File: config.mk
export PLATFORM = sky130hd
export DESIGN_NAME = x86_subset_instruction_decoder_core
export DESIGN_NICKNAME = d
export VERILOG_FILES = /design/src/hw/rtl/xid_pkg.sv /design/src/hw/rtl/xid_front.sv /design/src/hw/rtl/xid_back.sv /design/src/hw/rtl/x86_subset_instruction_decoder_core.sv
export SDC_FILE = /design/constraint.sdc
export NUM_CORES = 1
export LEC_CHECK = 0
export BUFFER_PORTS_ARGS = -buffer_cell sky130_fd_sc_hd__buf_2
export CORE_MARGIN = 3
export CORE_UTILIZATION = 35
export DETAILED_ROUTE_END_ITERATION = 8
export PLACE_DENSITY = 0.54
export SKIP_CTS_REPAIR_TIMING = 1
export SYNTH_ARGS = -nofsm -noshare
export SYNTH_HDL_FRONTEND = slang
export SYNTH_SLANG_ARGS = --single-unit
File: constraint.sdc
create_clock -name aclk -period 15.5 [get_ports aclk]
set_input_delay 3.1 -clock aclk [delete_from_list [all_inputs] [get_ports aclk]]
set_output_delay 3.1 -clock aclk [all_outputs]
set_load 0.01 [all_outputs]
File: src/hw/rtl/xid_pkg.sv
// Package for the x86 subset instruction decoder: beat types, mnemonic and
// operand form codes, and the queue entry passed from front to back end.
// No dependencies.
`timescale 1ns / 1ps
`default_nettype none
package xid_pkg;

    localparam int HeldBytes = 7;
    localparam int QueueDepth = 2;

    localparam logic [4:0] MN_UNDEC  = 5'd0;
    localparam logic [4:0] MN_JE     = 5'd1;
    localparam logic [4:0] MN_JNE    = 5'd2;
    localparam logic [4:0] MN_JL     = 5'd3;
    localparam logic [4:0] MN_JG     = 5'd4;
    localparam logic [4:0] MN_JA     = 5'd5;
    localparam logic [4:0] MN_JMP    = 5'd6;
    localparam logic [4:0] MN_JMPFAR = 5'd7;
    localparam logic [4:0] MN_CALL   = 5'd8;
    localparam logic [4:0] MN_RET    = 5'd9;
    localparam logic [4:0] MN_PUSH   = 5'd10;
    localparam logic [4:0] MN_POP    = 5'd11;
    localparam logic [4:0] MN_MOV    = 5'd12;
    localparam logic [4:0] MN_MOVZX  = 5'd13;
    localparam logic [4:0] MN_LEA    = 5'd14;
    localparam logic [4:0] MN_ADD    = 5'd15;
    localparam logic [4:0] MN_SUB    = 5'd16;
    localparam logic [4:0] MN_XOR    = 5'd17;
    localparam logic [4:0] MN_CMP    = 5'd18;
    localparam logic [4:0] MN_TEST   = 5'd19;
    localparam logic [4:0] MN_NOP    = 5'd20;
    localparam logic [4:0] MN_SCAS   = 5'd21;
    localparam logic [4:0] MN_INT3   = 5'd22;
    localparam logic [4:0] MN_FS     = 5'd23;
    localparam logic [4:0] MN_REPZ   = 5'd24;

    localparam logic [3:0] OF_NONE   = 4'd0;
    localparam logic [3:0] OF_OPREG  = 4'd1;
    localparam logic [3:0] OF_REGREG = 4'd2;
    localparam logic [3:0] OF_RMD8   = 4'd3;
    localparam logic [3:0] OF_SIBD8  = 4'd4;
    localparam logic [3:0] OF_RMD32  = 4'd5;
    localparam logic [3:0] OF_ABS32  = 4'd6;
    localparam logic [3:0] OF_RM     = 4'd7;
    localparam logic [3:0] OF_RMIMM  = 4'd8;
    localparam logic [3:0] OF_MEMIMM = 4'd9;

    localparam logic [7:0] OP_ESC = 8'h0f;

    typedef struct packed {
        logic [7:0] code_byte;
        logic       stream_start;
    } in_beat_t;

    typedef struct packed {
        logic [4:0]  mnemonic;
        logic [2:0]  instr_length;
        logic [7:0]  opcode_value;
        logic [7:0]  modrm_value;
        logic [7:0]  sib_value;
        logic [3:0]  operand_form;
        logic [31:0] displacement;
        logic [31:0] immediate;
        logic [15:0] far_selector;
    } out_beat_t;

    // Positions are byte offsets within the instruction; zero means absent
    // (offset zero never holds a field other than the opcode).
    typedef struct packed {
        logic [4:0] mn;
        logic [2:0] len;
        logic [3:0] form;
        logic       op_at;
        logic [1:0] modrm_at;
        logic [1:0] sib_at;
        logic [1:0] disp_at;
        logic [2:0] disp_n;
        logic [1:0] imm_at;
        logic [2:0] imm_n;
        logic       has_sel;
    } desc_t;

    // Entry handed from the classifier to the field extractor.
    typedef struct packed {
        desc_t       d;
        logic [55:0] bytes;
    } job_t;

endpackage
`default_nettype wire

File: src/hw/rtl/xid_front.sv
// Front end of the x86 subset decoder: collects code bytes and classifies
// each finished instruction into a descriptor. Depends on xid_pkg.
`timescale 1ns / 1ps
`default_nettype none
module xid_front (
    input  wire               aclk,
    input  wire               aresetn,
    input  wire               s_valid,
    output logic              s_ready,
    input  xid_pkg::in_beat_t s_data,
    output logic              job_valid,
    input  wire               job_ready,
    output xid_pkg::job_t     job
);

    logic [2:0]  idx_reg, idx_next;
    logic [47:0] held_reg, held_next;
    logic        halt_reg, halt_next;

    logic [2:0]  idx;
    logic [55:0] b;
    logic [2:0]  cnt;
    logic        need_more, bad, done;
    xid_pkg::desc_t d;
    logic [7:0]  op, m, b2;

    always_comb begin
        idx = s_data.stream_start ? 3'd0 : idx_reg;
        b = {8'd0, held_reg};
        b[idx*8 +: 8] = s_data.code_byte;
        cnt = idx + 3'd1;
        op = b[7:0];
        m  = b[15:8];
        b2 = b[23:16];
        d = '0;
        need_more = 1'b0;
        bad = 1'b0;
        if (op == xid_pkg::OP_ESC) begin
            d.op_at = 1'b1;
            if (cnt < 3'd2) begin
                need_more = 1'b1;
            end else begin
                unique case (m)
                    8'h84: begin
                        d.len = 3'd6; d.mn = xid_pkg::MN_JE;
                        d.disp_at = 2'd2; d.disp_n = 3'd4;
                    end
                    8'h85: begin
                        d.len = 3'd6; d.mn = xid_pkg::MN_JNE;
                        d.disp_at = 2'd2; d.disp_n = 3'd4;
                    end
                    8'h8c: begin
                        d.len = 3'd6; d.mn = xid_pkg::MN_JL;
                        d.disp_at = 2'd2; d.disp_n = 3'd4;
                    end
                    8'h8f: begin
                        d.len = 3'd6; d.mn = xid_pkg::MN_JG;
                        d.disp_at = 2'd2; d.disp_n = 3'd4;
                    end
                    8'hb7: begin
                        if (cnt < 3'd3) need_more = 1'b1;
                        else if (b2[7:6] != 2'b11) bad = 1'b1;
                        else begin
                            d.len = 3'd3; d.mn = xid_pkg::MN_MOVZX;
                            d.form = xid_pkg::OF_REGREG; d.modrm_at = 2'd2;
                        end
                    end
                    default: bad = 1'b1;
                endcase
            end
        end else begin
            unique case (op)
                8'h50, 8'h51, 8'h55, 8'h56, 8'h57: begin
                    d.len = 3'd1; d.mn = xid_pkg::MN_PUSH; d.form = xid_pkg::OF_OPREG;
                end
                8'h59, 8'h5b, 8'h5d, 8'h5e, 8'h5f: begin
                    d.len = 3'd1; d.mn = xid_pkg::MN_POP; d.form = xid_pkg::OF_OPREG;
                end
                8'h64: begin d.len = 3'd1; d.mn = xid_pkg::MN_FS; end
                8'hf3: begin d.len = 3'd1; d.mn = xid_pkg::MN_REPZ; end
                8'h68: begin d.len = 3'd5; d.mn = xid_pkg::MN_PUSH; d.imm_at = 2'd1; d.imm_n = 3'd4; end
                8'h6a: begin d.len = 3'd2; d.mn = xid_pkg::MN_PUSH; d.imm_at = 2'd1; d.imm_n = 3'd1; end
                8'h74: begin d.len = 3'd2; d.mn = xid_pkg::MN_JE;  d.disp_at = 2'd1; d.disp_n = 3'd1; end
                8'h75: begin d.len = 3'd2; d.mn = xid_pkg::MN_JNE; d.disp_at = 2'd1; d.disp_n = 3'd1; end
                8'h77: begin d.len = 3'd2; d.mn = xid_pkg::MN_JA;  d.disp_at = 2'd1; d.disp_n = 3'd1; end
                8'heb: begin d.len = 3'd2; d.mn = xid_pkg::MN_JMP; d.disp_at = 2'd1; d.disp_n = 3'd1; end
                8'h90: begin d.len = 3'd1; d.mn = xid_pkg::MN_NOP; end
                8'ha1: begin
                    d.len = 3'd5; d.mn = xid_pkg::MN_MOV; d.form = xid_pkg::OF_ABS32;
                    d.disp_at = 2'd1; d.disp_n = 3'd4;
                end
                8'haf: begin d.len = 3'd1; d.mn = xid_pkg::MN_SCAS; end
                8'hb8: begin
                    d.len = 3'd5; d.mn = xid_pkg::MN_MOV; d.form = xid_pkg::OF_OPREG;
                    d.imm_at = 2'd1; d.imm_n = 3'd4;
                end
                8'hc2: begin d.len = 3'd3; d.mn = xid_pkg::MN_RET; d.imm_at = 2'd1; d.imm_n = 3'd2; end
                8'hc3: begin d.len = 3'd1; d.mn = xid_pkg::MN_RET; end
                8'hcc: begin d.len = 3'd1; d.mn = xid_pkg::MN_INT3; end
                8'he8: begin d.len = 3'd5; d.mn = xid_pkg::MN_CALL; d.disp_at = 2'd1; d.disp_n = 3'd4; end
                8'he9: begin d.len = 3'd5; d.mn = xid_pkg::MN_JMP;  d.disp_at = 2'd1; d.disp_n = 3'd4; end
                8'hea: begin
                    d.len = 3'd7; d.mn = xid_pkg::MN_JMPFAR;
                    d.disp_at = 2'd1; d.disp_n = 3'd4; d.has_sel = 1'b1;
                end
                8'h2b, 8'h33, 8'h3b, 8'h83, 8'h85, 8'h89, 8'h8b, 8'h8d, 8'hf7, 8'hff: begin
                    if (cnt < 3'd2) begin
                        need_more = 1'b1;
                    end else begin
                        d.modrm_at = 2'd1;
                        unique case (op)
                            8'h2b: begin
                                if ((m & 8'hc7) == 8'h44) begin
                                    d.len = 3'd4; d.mn = xid_pkg::MN_SUB; d.form = xid_pkg::OF_SIBD8;
                                    d.disp_at = 2'd3; d.disp_n = 3'd1; d.sib_at = 2'd2;
                                end else if (m[7:6] == 2'b11) begin
                                    d.len = 3'd2; d.mn = xid_pkg::MN_SUB; d.form = xid_pkg::OF_REGREG;
                                end else bad = 1'b1;
                            end
                            8'h33, 8'h3b, 8'h85: begin
                                d.mn = (op == 8'h33) ? xid_pkg::MN_XOR :
                                       (op == 8'h3b) ? xid_pkg::MN_CMP : xid_pkg::MN_TEST;
                                if (m[7:6] == 2'b01) begin
                                    d.len = 3'd3; d.form = xid_pkg::OF_RMD8;
                                    d.disp_at = 2'd2; d.disp_n = 3'd1;
                                end else if (m[7:6] == 2'b11) begin
                                    d.len = 3'd2; d.form = xid_pkg::OF_REGREG;
                                end else bad = 1'b1;
                            end
                            8'h83: begin
                                d.len = 3'd3; d.form = xid_pkg::OF_RMIMM;
                                d.imm_at = 2'd2; d.imm_n = 3'd1;
                                if ((m & 8'hf8) == 8'h78) begin
                                    d.len = 3'd4; d.mn = xid_pkg::MN_CMP; d.form = xid_pkg::OF_MEMIMM;
                                    d.disp_at = 2'd2; d.disp_n = 3'd1; d.imm_at = 2'd3;
                                end else if ((m & 8'hf8) == 8'hc0) d.mn = xid_pkg::MN_ADD;
                                else if ((m & 8'hf8) == 8'he8) d.mn = xid_pkg::MN_SUB;
                                else if ((m & 8'hf8) == 8'hf8) d.mn = xid_pkg::MN_CMP;
                                else bad = 1'b1;
                            end
                            8'h89: begin
                                d.mn = xid_pkg::MN_MOV;
                                if ((m & 8'hc7) == 8'h45) begin
                                    d.len = 3'd3; d.form = xid_pkg::OF_RMD8;
                                    d.disp_at = 2'd2; d.disp_n = 3'd1;
                                end else if ((m & 8'hc7) == 8'h05) begin
                                    d.len = 3'd6; d.form = xid_pkg::OF_ABS32;
                                    d.disp_at = 2'd2; d.disp_n = 3'd4;
                                end else if (m[7:6] == 2'b10) begin
                                    d.len = 3'd6; d.form = xid_pkg::OF_RMD32;
                                    d.disp_at = 2'd2; d.disp_n = 3'd4;
                                end else bad = 1'b1;
                            end
                            8'h8b: begin
                                d.mn = xid_pkg::MN_MOV;
                                unique case (m[7:6])
                                    2'b00: begin d.len = 3'd2; d.form = xid_pkg::OF_RM; end
                                    2'b11: begin d.len = 3'd2; d.form = xid_pkg::OF_REGREG; end
                                    2'b01: begin
                                        d.len = 3'd3; d.form = xid_pkg::OF_RMD8;
                                        d.disp_at = 2'd2; d.disp_n = 3'd1;
                                    end
                                    default: bad = 1'b1;
                                endcase
                            end
                            8'h8d: begin
                                d.mn = xid_pkg::MN_LEA;
                                if ((m & 8'hc7) == 8'h44) begin
                                    d.len = 3'd4; d.form = xid_pkg::OF_SIBD8;
                                    d.disp_at = 2'd3; d.disp_n = 3'd1; d.sib_at = 2'd2;
                                end else if (m[7:6] == 2'b01) begin
                                    d.len = 3'd3; d.form = xid_pkg::OF_RMD8;
                                    d.disp_at = 2'd2; d.disp_n = 3'd1;
                                end else if (m[7:6] == 2'b10) begin
                                    d.len = 3'd6; d.form = xid_pkg::OF_RMD32;
                                    d.disp_at = 2'd2; d.disp_n = 3'd4;
                                end else bad = 1'b1;
                            end
                            8'hf7: begin
                                if ((m & 8'hf8) == 8'h40) begin
                                    d.len = 3'd7; d.mn = xid_pkg::MN_TEST; d.form = xid_pkg::OF_MEMIMM;
                                    d.disp_at = 2'd2; d.disp_n = 3'd1;
                                    d.imm_at = 2'd3; d.imm_n = 3'd4;
                                end else bad = 1'b1;
                            end
                            default: begin
                                if ((m & 8'hf8) == 8'h70) begin
                                    d.len = 3'd3; d.mn = xid_pkg::MN_PUSH; d.form = xid_pkg::OF_RMD8;
                                    d.disp_at = 2'd2; d.disp_n = 3'd1;
                                end else bad = 1'b1;
                            end
                        endcase
                    end
                end
                default: bad = 1'b1;
            endcase
        end
        if (bad) begin
            d = '0;
            d.mn = xid_pkg::MN_UNDEC;
            d.len = cnt;
        end
        done = bad || (!need_more && cnt >= d.len);
    end

    logic live;
    assign live = !(halt_reg && !s_data.stream_start);
    assign s_ready = job_ready;
    assign job_valid = s_valid && live && done;
    assign job.d = d;
    assign job.bytes = b;

    always_comb begin
        idx_next = idx_reg;
        held_next = held_reg;
        halt_next = halt_reg;
        if (s_valid && s_ready) begin
            if (s_data.stream_start) halt_next = 1'b0;
            if (live) begin
                if (done) begin
                    idx_next = 3'd0;
                    halt_next = bad;
                end else begin
                    idx_next = cnt;
                    held_next = b[47:0];
                end
            end
        end
    end

    always_ff @(posedge aclk) begin
        if (!aresetn) begin
            idx_reg <= 3'd0;
            held_reg <= '0;
            halt_reg <= 1'b0;
        end else begin
            idx_reg <= idx_next;
            held_reg <= held_next;
            halt_reg <= halt_next;
        end
    end

`ifndef SYNTHESIS
    a_idx_range: assert property (@(posedge aclk) disable iff (!aresetn)
        idx_reg <= 3'd6) else $error("byte index beyond held bytes");
    a_halt_idle: assert property (@(posedge aclk) disable iff (!aresetn)
        halt_reg |-> idx_reg == 3'd0) else $error("halted with partial instruction");
    a_undec_halts: assert property (@(posedge aclk) disable iff (!aresetn)
        (job_valid && job_ready && d.mn == xid_pkg::MN_UNDEC) |=> halt_reg)
        else $error("undecodable beat did not halt");
`endif

endmodule
`default_nettype wire

File: src/hw/rtl/xid_back.sv
// Back end of the x86 subset decoder: a two-entry queue of descriptors and
// the field extractor with its output register. Depends on xid_pkg.
`timescale 1ns / 1ps
`default_nettype none
module xid_back (
    input  wire                aclk,
    input  wire                aresetn,
    input  wire                job_valid,
    output logic               job_ready,
    input  xid_pkg::job_t      job,
    output logic               m_valid,
    input  wire                m_ready,
    output xid_pkg::out_beat_t m_data
);

    xid_pkg::job_t q_reg [xid_pkg::QueueDepth];
    logic       wp_reg, wp_next, rp_reg, rp_next;
    logic [1:0] cnt_reg, cnt_next;
    logic       ov_reg, ov_next;
    xid_pkg::out_beat_t out_reg;

    logic push, pop;
    xid_pkg::job_t h;
    xid_pkg::out_beat_t f;

    assign job_ready = cnt_reg != 2'(xid_pkg::QueueDepth);
    assign push = job_valid && job_ready;
    assign pop = cnt_reg != 2'd0 && (!ov_reg || m_ready);
    assign h = q_reg[rp_reg];

    function automatic logic [31:0] le(input logic [55:0] b, input logic [2:0] at,
                                       input logic [2:0] n);
        logic [31:0] v;
        v = '0;
        for (int i = 0; i < 4; i++) begin
            if (i < n && at + i < xid_pkg::HeldBytes) v[i*8 +: 8] = b[(at + i)*8 +: 8];
        end
        return v;
    endfunction

    always_comb begin
        f = '0;
        f.mnemonic = h.d.mn;
        f.instr_length = h.d.len;
        f.opcode_value = h.d.op_at ? h.bytes[15:8] : h.bytes[7:0];
        if (h.d.mn != xid_pkg::MN_UNDEC) begin
            f.operand_form = h.d.form;
            if (h.d.modrm_at != 2'd0) f.modrm_value = h.bytes[h.d.modrm_at*8 +: 8];
            if (h.d.sib_at != 2'd0) f.sib_value = h.bytes[h.d.sib_at*8 +: 8];
            if (h.d.disp_at != 2'd0)
                f.displacement = le(h.bytes, {1'b0, h.d.disp_at}, h.d.disp_n);
            if (h.d.imm_at != 2'd0)
                f.immediate = le(h.bytes, {1'b0, h.d.imm_at}, h.d.imm_n);
            if (h.d.has_sel) f.far_selector = h.bytes[55:40];
        end
    end

    always_comb begin
        wp_next = push ? ~wp_reg : wp_reg;
        rp_next = pop ? ~rp_reg : rp_reg;
        cnt_next = cnt_reg + {1'b0, push} - {1'b0, pop};
        ov_next = pop ? 1'b1 : (m_ready ? 1'b0 : ov_reg);
    end

    always_ff @(posedge aclk) begin
        if (push) q_reg[wp_reg] <= job;
        if (pop) out_reg <= f;
    end

    always_ff @(posedge aclk) begin
        if (!aresetn) begin
            wp_reg <= 1'b0;
            rp_reg <= 1'b0;
            cnt_reg <= 2'd0;
            ov_reg <= 1'b0;
        end else begin
            wp_reg <= wp_next;
            rp_reg <= rp_next;
            cnt_reg <= cnt_next;
            ov_reg <= ov_next;
        end
    end

    assign m_valid = ov_reg;
    assign m_data = out_reg;

`ifndef SYNTHESIS
    a_cnt_max: assert property (@(posedge aclk) disable iff (!aresetn)
        cnt_reg <= 2'(xid_pkg::QueueDepth)) else $error("queue over capacity");
    a_ptr_cnt: assert property (@(posedge aclk) disable iff (!aresetn)
        (cnt_reg == 2'd0 || cnt_reg == 2'd2) |-> wp_reg == rp_reg)
        else $error("queue pointers disagree with count");
    a_hold: assert property (@(posedge aclk) disable iff (!aresetn)
        (m_valid && !m_ready) |=> m_valid && $stable(m_data))
        else $error("result dropped while stalled");
`endif

endmodule
`default_nettype wire

File: src/hw/rtl/x86_subset_instruction_decoder_core.sv
// Top level of the byte-serial x86 subset instruction decoder.
// Instantiates xid_front and xid_back; types from xid_pkg.
// After its last code byte is accepted, a result is held in the queue and
// then in the output register.
// Throughput: one code byte per cycle, sustained, while results are taken.
// Rate is set by the combinational classifier; reset (aresetn, synchronous,
// active low) clears partial state and queue.
`timescale 1ns / 1ps
`default_nettype none
module x86_subset_instruction_decoder_core (
    input  wire                aclk,
    input  wire                aresetn,
    input  wire                s_valid,
    output logic               s_ready,
    input  xid_pkg::in_beat_t  s_data,
    output logic               m_valid,
    input  wire                m_ready,
    output xid_pkg::out_beat_t m_data
);

    // The front end classifies each incoming beat against the bytes held so
    // far; a finished instruction is pushed as a descriptor into the queue.
    logic          job_valid, job_ready;
    xid_pkg::job_t job;

    xid_front u_front (
        .aclk      (aclk),
        .aresetn   (aresetn),
        .s_valid   (s_valid),
        .s_ready   (s_ready),
        .s_data    (s_data),
        .job_valid (job_valid),
        .job_ready (job_ready),
        .job       (job)
    );

    // The back end pulls the fields out and holds the result beat in a register,
    // so the input side keeps flowing while a result waits, until the queue fills.
    xid_back u_back (
        .aclk      (aclk),
        .aresetn   (aresetn),
        .job_valid (job_valid),
        .job_ready (job_ready),
        .job       (job),
        .m_valid   (m_valid),
        .m_ready   (m_ready),
        .m_data    (m_data)
    );

endmodule
`default_nettype wire
==> results.md, run 1 <==
* Routability congestion estimate at ~0.92
* Final setup violation count at 0
* Vias per cell at 5.56
* First-pass GRT wire length at 83,200 um
* Yosys warnings at 0
* Worst path required time at 15.67 ns
* Synthesized area per cell at 10.6 um^2
* Part of the cycle the worst path needs at 75.8%
* Reg-to-reg endpoint: u_back.q_reg[0][51]
* GR Layer Usage met2 at 31.2%
* CTS tree: yes
* Starting Density at 35.9%
* Layout Nets at 1,780
* Die area at 53,400 um^2
* Die H at 231 um
* Share of layout cells above drive strength 1 at 18.2%
* Count leader, synth: edfxtp_1
* Leakage at 6.94 nW
* R2r startpoint: u_front.idx_reg[0]
* Syn Inst Count at 1,677
* RSZ-0062 raised after global routing: no
* Clock-pin slew on the worst setup and hold paths at roughly 0.06 ns
* Area leader, netlist: edfxtp_1
* Largest net degree at the start of global routing at a little under 100
* Status: completed
* Clock Latency Late Sink at 0.55 ns
* FP Rows at 81
* Vias in the first global route at 12,700
* Post-route cell area at 20,200 um^2
* Max FFs per register at 164
* Routed Antenna Nets at 0
* Die Wd at 231 um
* Fmax at 85.2 MHz
* Synth cell count leaders: edfxtp_1, nor2_1, nand2_1
* Library cells used by synthesis at 86
* R2R depth at 23
* CTS buffer count at 37
* Vias after detailed routing at around 14,000
* Register area share after synthesis at between 50% and 60%
* Crit path to: u_back.q_reg[0][51]
* Clock root cell: clkbuf_16
* Total routed wirelength at 56,500 um
* Primary FF master, synth: edfxtp_1
* Period minus WS final at approximately 12 ns
* I/O Buffers at 130
* DR WL/cell at between 20 and 25 um
* GR peak layer: met2
* Relative slew slack at 30.8%
* Layout area overhead at 13.8%
* Clk_skew at 0.0240 ns
* Max VDD drop at 80.8 uV
* Path category of the worst min-delay check: flip-flop to flip-flop
* Io pins at between 100 and 150
* H-tree depth at 2
* Post-Syn Area at 17,700 um^2
* Critical path origin: s_data[0]
* GRT overflow at 0
* CTS sink cnt at around 340
* Final count of pins violating max slew at 0
* Remaining DRCs at 0
* All-Layer GR Usage at 20.6%
* Synth area leaders: edfxtp_1, dfxtp_1, mux2i_1
* Total iterations of the first detailed-routing run at 5
* Startpoint types: input pin
* Crit Path Class: input pin to flip-flop
* Drt initial violations at 1,297
* Setup ws final at ~3.8 ns
* Crit path capture type: flip-flop
* Setup TNS at 0 ns
* Core Region at 49,500 um^2
* Post-synth ARST share at 0%
* Post-synth top area share at 47.4%
* Max cap viols at 0
* Setup slack, reg-to-reg at roughly 6.0 ns
* Hold Path Origin: u_front.held_reg[31]
* Worst Path Arrival at 11.91 ns
* Final HPWL DP at slightly above 40,000 um
* #FFs+latches synth at between 300 and 400
* Final Hold Vio Count at 0
* Pwr dens at 173 nW/um^2
* Initial antenna violation count at 2
* Placed inst area at approximately 19,000 um^2
* Worst Path Max Fanout at 62
* Maximum root-to-sink buffer count at 3
* Worst-Margin Slew at 1.03 ns
* M1 GR Usage at 30.9%
* Pre-CTS setup slack at roughly 3.4 ns
* Grt met3 use at between 2 and 3%
* Net Count, Synth at 1,704
* EDFF count, synth at 280
==> placed cells by master, fill, tap and decap left out, types with 6 or more instances in the layout <==
cell type / Yosys / layout
clkbuf_1: 91 / 8
nand2b_1: 22 / 22
a21oi_1: 129 / 129
nor4_1: 18 / 18
nor3_1: 30 / 30
a22oi_1: 6 / 6
edfxtp_1: 280 / 280
o21ai_0: 27 / 26
nor2b_1: 21 / 20
nand2_1: 183 / 183
or2_2: 8 / 8
a21o_1: 7 / 7
nand3b_1: 10 / 10
a31oi_1: 16 / 16
ha_1: 14 / 14
dfxtp_1: 58 / 57
nand4_1: 7 / 7
a211oi_1: 75 / 75
buf_2: 6 / 130
mux2i_1: 114 / 110
nor2_1: 259 / 258
and2_1: 15 / 14
clkbuf_16: 0 / 38
nand3_1: 19 / 19
clkinv_1: 1 / 7
mux2_2: 87 / 87
o31ai_1: 10 / 10
buf_4: 1 / 23
o211ai_1: 6 / 6
inv_1: 16 / 16
nor3b_1: 8 / 8
==> logic make-up after synthesis <==
group                      count (synthesis)  share of synthesized area [%]
muxes                                    202                           12.0
xor gates and xnor gates                   6                          0.296
and+or+nand+nor                          638                           16.6
adders and majority gates                 14                          0.988
AOI/OAI and AO/OA                        346                           13.0
buffers and inverters                    133                           3.13
DFF                                      338                           54.0
==> report_power, final <==
| part | switching, mW | leakage, nW | internal, mW | total [mW] |
|---|---|---|---|---|
| Combinational | 0.827 | 3.24 | 0.393 | 1.22 |
| Sequential | 0.0867 | 3.11 | 1.29 | 1.38 |
| Clock | 0.358 | 0.590 | 0.536 | 0.894 |
| Total | 1.27 | 6.94 | 2.22 | 3.50 |
==> per-stage QoR <==
step	utilization (%)	power, mW	hold slack (ns)	std cells
after global placement	38.3	2.62	0.438	2378
final	40.8	3.50	0.455	2446
after detailed placement	38.3	2.62	0.444	2378
after global routing	40.8	3.68	0.473	2444
after CTS	40.8	3.52	0.457	2444
after floorplan	-	2.18	0.431	1677
==> layer usage <==
layer | vias up | wire (um)
li1 | 6375 | -
met1 | 6614 | 26600
met2 | 520 | 24600
met3 | 82 | 3890
met4 | 2 | 1480
met5 | - | 7
==> layout make-up <==
cell class / instances / area (um^2)
clock inverter: 20 / 245
clock buffer: 46 / 981
sequential: 338 / 9570
timing repair buffer: 153 / 823
antenna: 2 / 5.00
inverter: 17 / 63.8
fill: 4783 / 29300
multi-input combinational: 1206 / 7660
tap: 664 / 831
==> worst min-delay path by stage <==
stage | end | slack, ns | cells after the start
floorplan | u_front.held_reg[32] | 0.43 | 2
global placement | u_front.held_reg[37] | 0.44 | 2
detailed placement | u_front.held_reg[24] | 0.44 | 2
CTS | u_front.held_reg[26] | 0.46 | 2
global route | u_front.held_reg[37] | 0.47 | 2
finish | u_front.held_reg[31] | 0.46 | 2
==> critical path, cell delays in order <==
cell and delay [ns]:
buf_2 0.16, inv_1 0.11, nand2_1 0.16, ha_1 0.64, and4b_1 0.81, mux2i_2 0.72, clkinv_1 0.58, ha_1 0.51
nand4_1 0.16, nor3_1 0.05, a31oi_1 0.31, and3_1 0.25, a311oi_2 0.20, or4_4 0.51, nand2_1 0.21, mux2i_1 0.33
ha_1 0.16, nand2b_1 0.10, a21o_1 0.11, a21o_1 0.15, o311ai_0 0.14, o211a_1 0.21, a31oi_1 0.68, nor2b_4 0.67
buf_4 0.77
Note: power is estimated with default switching activity, not from simulation.
==> run 2, diff against run 1 <==
- clock period: 15.5 -> 10.9 ns (I/O delays scaled with it)
==> run 2 against run 1 <==
Critical path depth grew 2. Hold slack got worse by 0.0023 ns. Clock skew down 0.0076 ns. Non-clock buffer count increased by 5. First-iteration DRC count increased by 8.5%. Cell count up 0.12%. Critical path type unchanged. Highest routed layer unchanged.
==> results.md, run 2 (synthesized netlist as in run 1, its figures left out) <==
* Slowest cell on crit path: and4b_1 (unchanged)
* Int Power at 3.07 mW (was 2.22 mW)
* Commonest cells after routing, fill and taps aside: edfxtp_1, nor2_1, nand2_1, buf_2, a21oi_1 (unchanged)
* DR WL/cell at 22.7 um (was 23.1 um)
* Worst hold slack at 0.453 ns (was 0.455 ns)
* Switching pwr at 1.80 mW (was 1.27 mW)
* First-pass GRT wire length at 81,600 um (was 83,200 um)
* Clock-pin slew on the worst setup and hold paths at 0.06 ns (about the same)
* Hold Path Sink: u_front.held_reg[20] (was u_front.held_reg[31])
* Final Util at 40.7% (was 40.8%)
* Flop pwr share at 40.2% (was 39.5%)
* Crit path largest cell delay at 0.77 ns (was 0.81 ns)
* RSZ-0062 raised after global routing: no (unchanged)
* Final HPWL DP at 40,100 um (was 40,900 um)
* Vias in the first global route at 12,600 (was 12,700)
* Routed Antenna Nets at 0 (unchanged)
* Switching Share at 37.0% (was 36.4%)
* Initial antenna violation count at 2 (unchanged)
* Part of the cycle the worst path needs at 82.2%
* Worst-Margin Slew at 1.09 ns (was 1.03 ns)
* All-Layer GR Usage at 20.2% (was 20.6%)
* Die area at 53,400 um^2 (unchanged)
* Clock root cell: clkbuf_16 (unchanged)
* Total routed wirelength at 55,500 um (was 56,500 um)
* Setup slack, reg-to-reg at 3.28 ns (was 6.00 ns)
* Pwr dens at 242 nW/um^2 (was 173 nW/um^2)
* Vias per cell at 5.52 (was 5.56)
* Layout Nets at 1,784 (was 1,780)
* Max VDD drop at 141 uV (was 80.8 uV)
* Setup TNS at 0 ns (unchanged)
* Starting Density at 35.9% (unchanged)
* Non-filler cells, final at 2,449 (was 2,446)
* I/O Buffers at 130 (unchanged)
* Total iterations of the first detailed-routing run at 5 (unchanged)
* Core Region at 49,500 um^2 (unchanged)
* Crit-path most repeated cell: ha_1 (unchanged)
* Status: completed (unchanged)
* Comb pwr share at 35.9% (was 34.9%)
* Clock Latency Late Sink at 0.53 ns (was 0.55 ns)
* Final setup violation count at 0 (unchanged)
* Routability congestion estimate at 0.931 (was 0.916)
* Fillers at 4,830 (was 4,783)
* Clock Power Share at 23.8% (was 25.6%)
* Pre-CTS setup slack at 1.53 ns (was 3.42 ns)
* Reg-to-reg endpoint: u_back.q_reg[0][43] (was u_back.q_reg[0][51])
* Die H at 231 um (unchanged)
* Max FFs per register at 164 (unchanged)
* Final Hold Vio Count at 0 (unchanged)
* Worst hold stages at 2 (unchanged)
* Cell count along the critical path at 27 (was 25)
* Clk_skew at 0.0164 ns (was 0.0240 ns)
* Crit path capture type: flip-flop (unchanged)
* Worst Path Arrival at 9.11 ns (was 11.91 ns)
* Maximum root-to-sink buffer count at 3 (unchanged)
* Crit path max-delay family: simple AND/OR/NAND/NOR gates (unchanged)
* Hold Path Origin: u_front.held_reg[20] (was u_front.held_reg[31])
* R2r startpoint: u_front.idx_reg[0] (unchanged)
* Commonest non-fill, non-tap cell in the layout: edfxtp_1 (unchanged)
* Crit Path Class: input pin to flip-flop (unchanged)
* Die Wd at 231 um (unchanged)
* Leakage at 6.92 nW (was 6.94 nW)
* H-tree depth at 2 (unchanged)
* Io pins at 131 (unchanged)
* Drt initial violations at 1,407 (was 1,297)
* Fmax at 112 MHz
* R2R depth at 25 (was 23)
* GRT overflow at 0 (unchanged)
* FP Rows at 81 (unchanged)
* Worst path buffer plus inverter count at 5 (was 4)
* Max cap viols at 0 (unchanged)
* Vias after detailed routing at 13,500 (was 13,600)
* Path category of the worst min-delay check: flip-flop to flip-flop (unchanged)
* Worst Path Max Fanout at 82 (was 62)
* CTS sink cnt at 338 (unchanged)
* CTS tree: yes (unchanged)
* Placed insts at 2,383 (was 2,378)
* Relative slew slack at 26.5% (was 30.8%)
* Final count of pins violating max slew at 0 (unchanged)
* Setup ws final at 1.94 ns (was 3.76 ns)
* Startpoint types: input pin (unchanged)
* Share of layout cells above drive strength 1 at 18.3% (was 18.2%)
* Layout area overhead at 13.5% (was 13.8%)
* Remaining DRCs at 0 (unchanged)
* Period minus WS final at 8.96 ns
* Largest net degree at the start of global routing at 104 (was 99)
* Worst path required time at 11.06 ns (was 15.67 ns)
* CTS buffer count at 36 (was 37)
-- run 2: layout make-up --
| class | instances | area (um^2) | area share [%] |
|---|---|---|---|
| flip-flops and latches | 338 | 9570 | 47.6 |
| multi-input cells | 1206 | 7660 | 38.0 |
| clock buffers | 47 | 952 | 4.73 |
| repair buffers | 158 | 898 | 4.46 |
| well taps | 664 | 831 | 4.13 |
| clock inverters | 17 | 149 | 0.740 |
| inverters | 17 | 63.8 | 0.317 |
| diodes | 2 | 5.00 | 0.0249 |
-- run 2: worst reg2reg max path, cell delays in order (launching register included) --
cell	delay (ns)
dfxtp_1	0.50
nand2_1	0.27
ha_1	0.28
ha_1	0.39
and4b_1	0.77
mux2i_2	0.28
buf_4	0.22
clkinv_1	0.11
ha_1	0.35
nand4_1	0.19
nor3_1	0.06
a31oi_1	0.31
and3_1	0.25
a311oi_2	0.21
or4_4	0.51
nand2_1	0.21
mux2i_1	0.36
ha_1	0.17
nand2b_1	0.09
a21o_1	0.11
a21o_1	0.15
o311ai_0	0.15
o211a_1	0.19
a31oi_1	0.43
nor2b_4	0.26
buf_12	0.41
-- run 2: stage by stage --
stage | power, mW | area (um^2)
2_1_floorplan | 3.09 | 17700
3_3_place_gp | 3.72 | 19000
3_5_place_dp | 3.73 | 19000
4_1_cts | 4.90 | 20100
5_1_grt | 5.13 | 20100
6_report | 4.87 | 20100
-- run 2: worst max-delay path by stage --
stage / start / endpoint / slack [ns]
4_1_cts: s_data[0] / u_back.q_reg[1][68] / 2.07
3_3_place_gp: s_data[0] / u_back.q_reg[1][74] / 1.77
6_report: s_data[0] / u_back.q_reg[0][43] / 1.94
5_1_grt: s_data[0] / u_back.q_reg[1][68] / 1.45
2_1_floorplan: s_data[0] / u_back.q_reg[0][0] / 0.76
3_5_place_dp: s_data[0] / u_back.q_reg[1][73] / 1.53
-- run 2: layer usage --
metal | wire length, um | vias to the layer above | track usage, %
met4 | 1470 | 4 | 5.62
met3 | 3540 | 89 | 2.99
met5 | 31 | - | 0
li1 | - | 6391 | -
met2 | 24100 | 513 | 30.0
met1 | 26400 | 6514 | 30.6
-- run 2: power by group through the flow --
stage,Sequential (mW),Combinational [mW],Clock [mW]
floorplan,2.09,1.00,0
global placement,1.98,1.74,0
detailed placement,1.99,1.74,0
CTS,1.96,1.75,1.19
global route,1.99,1.89,1.24
finish,1.96,1.75,1.16
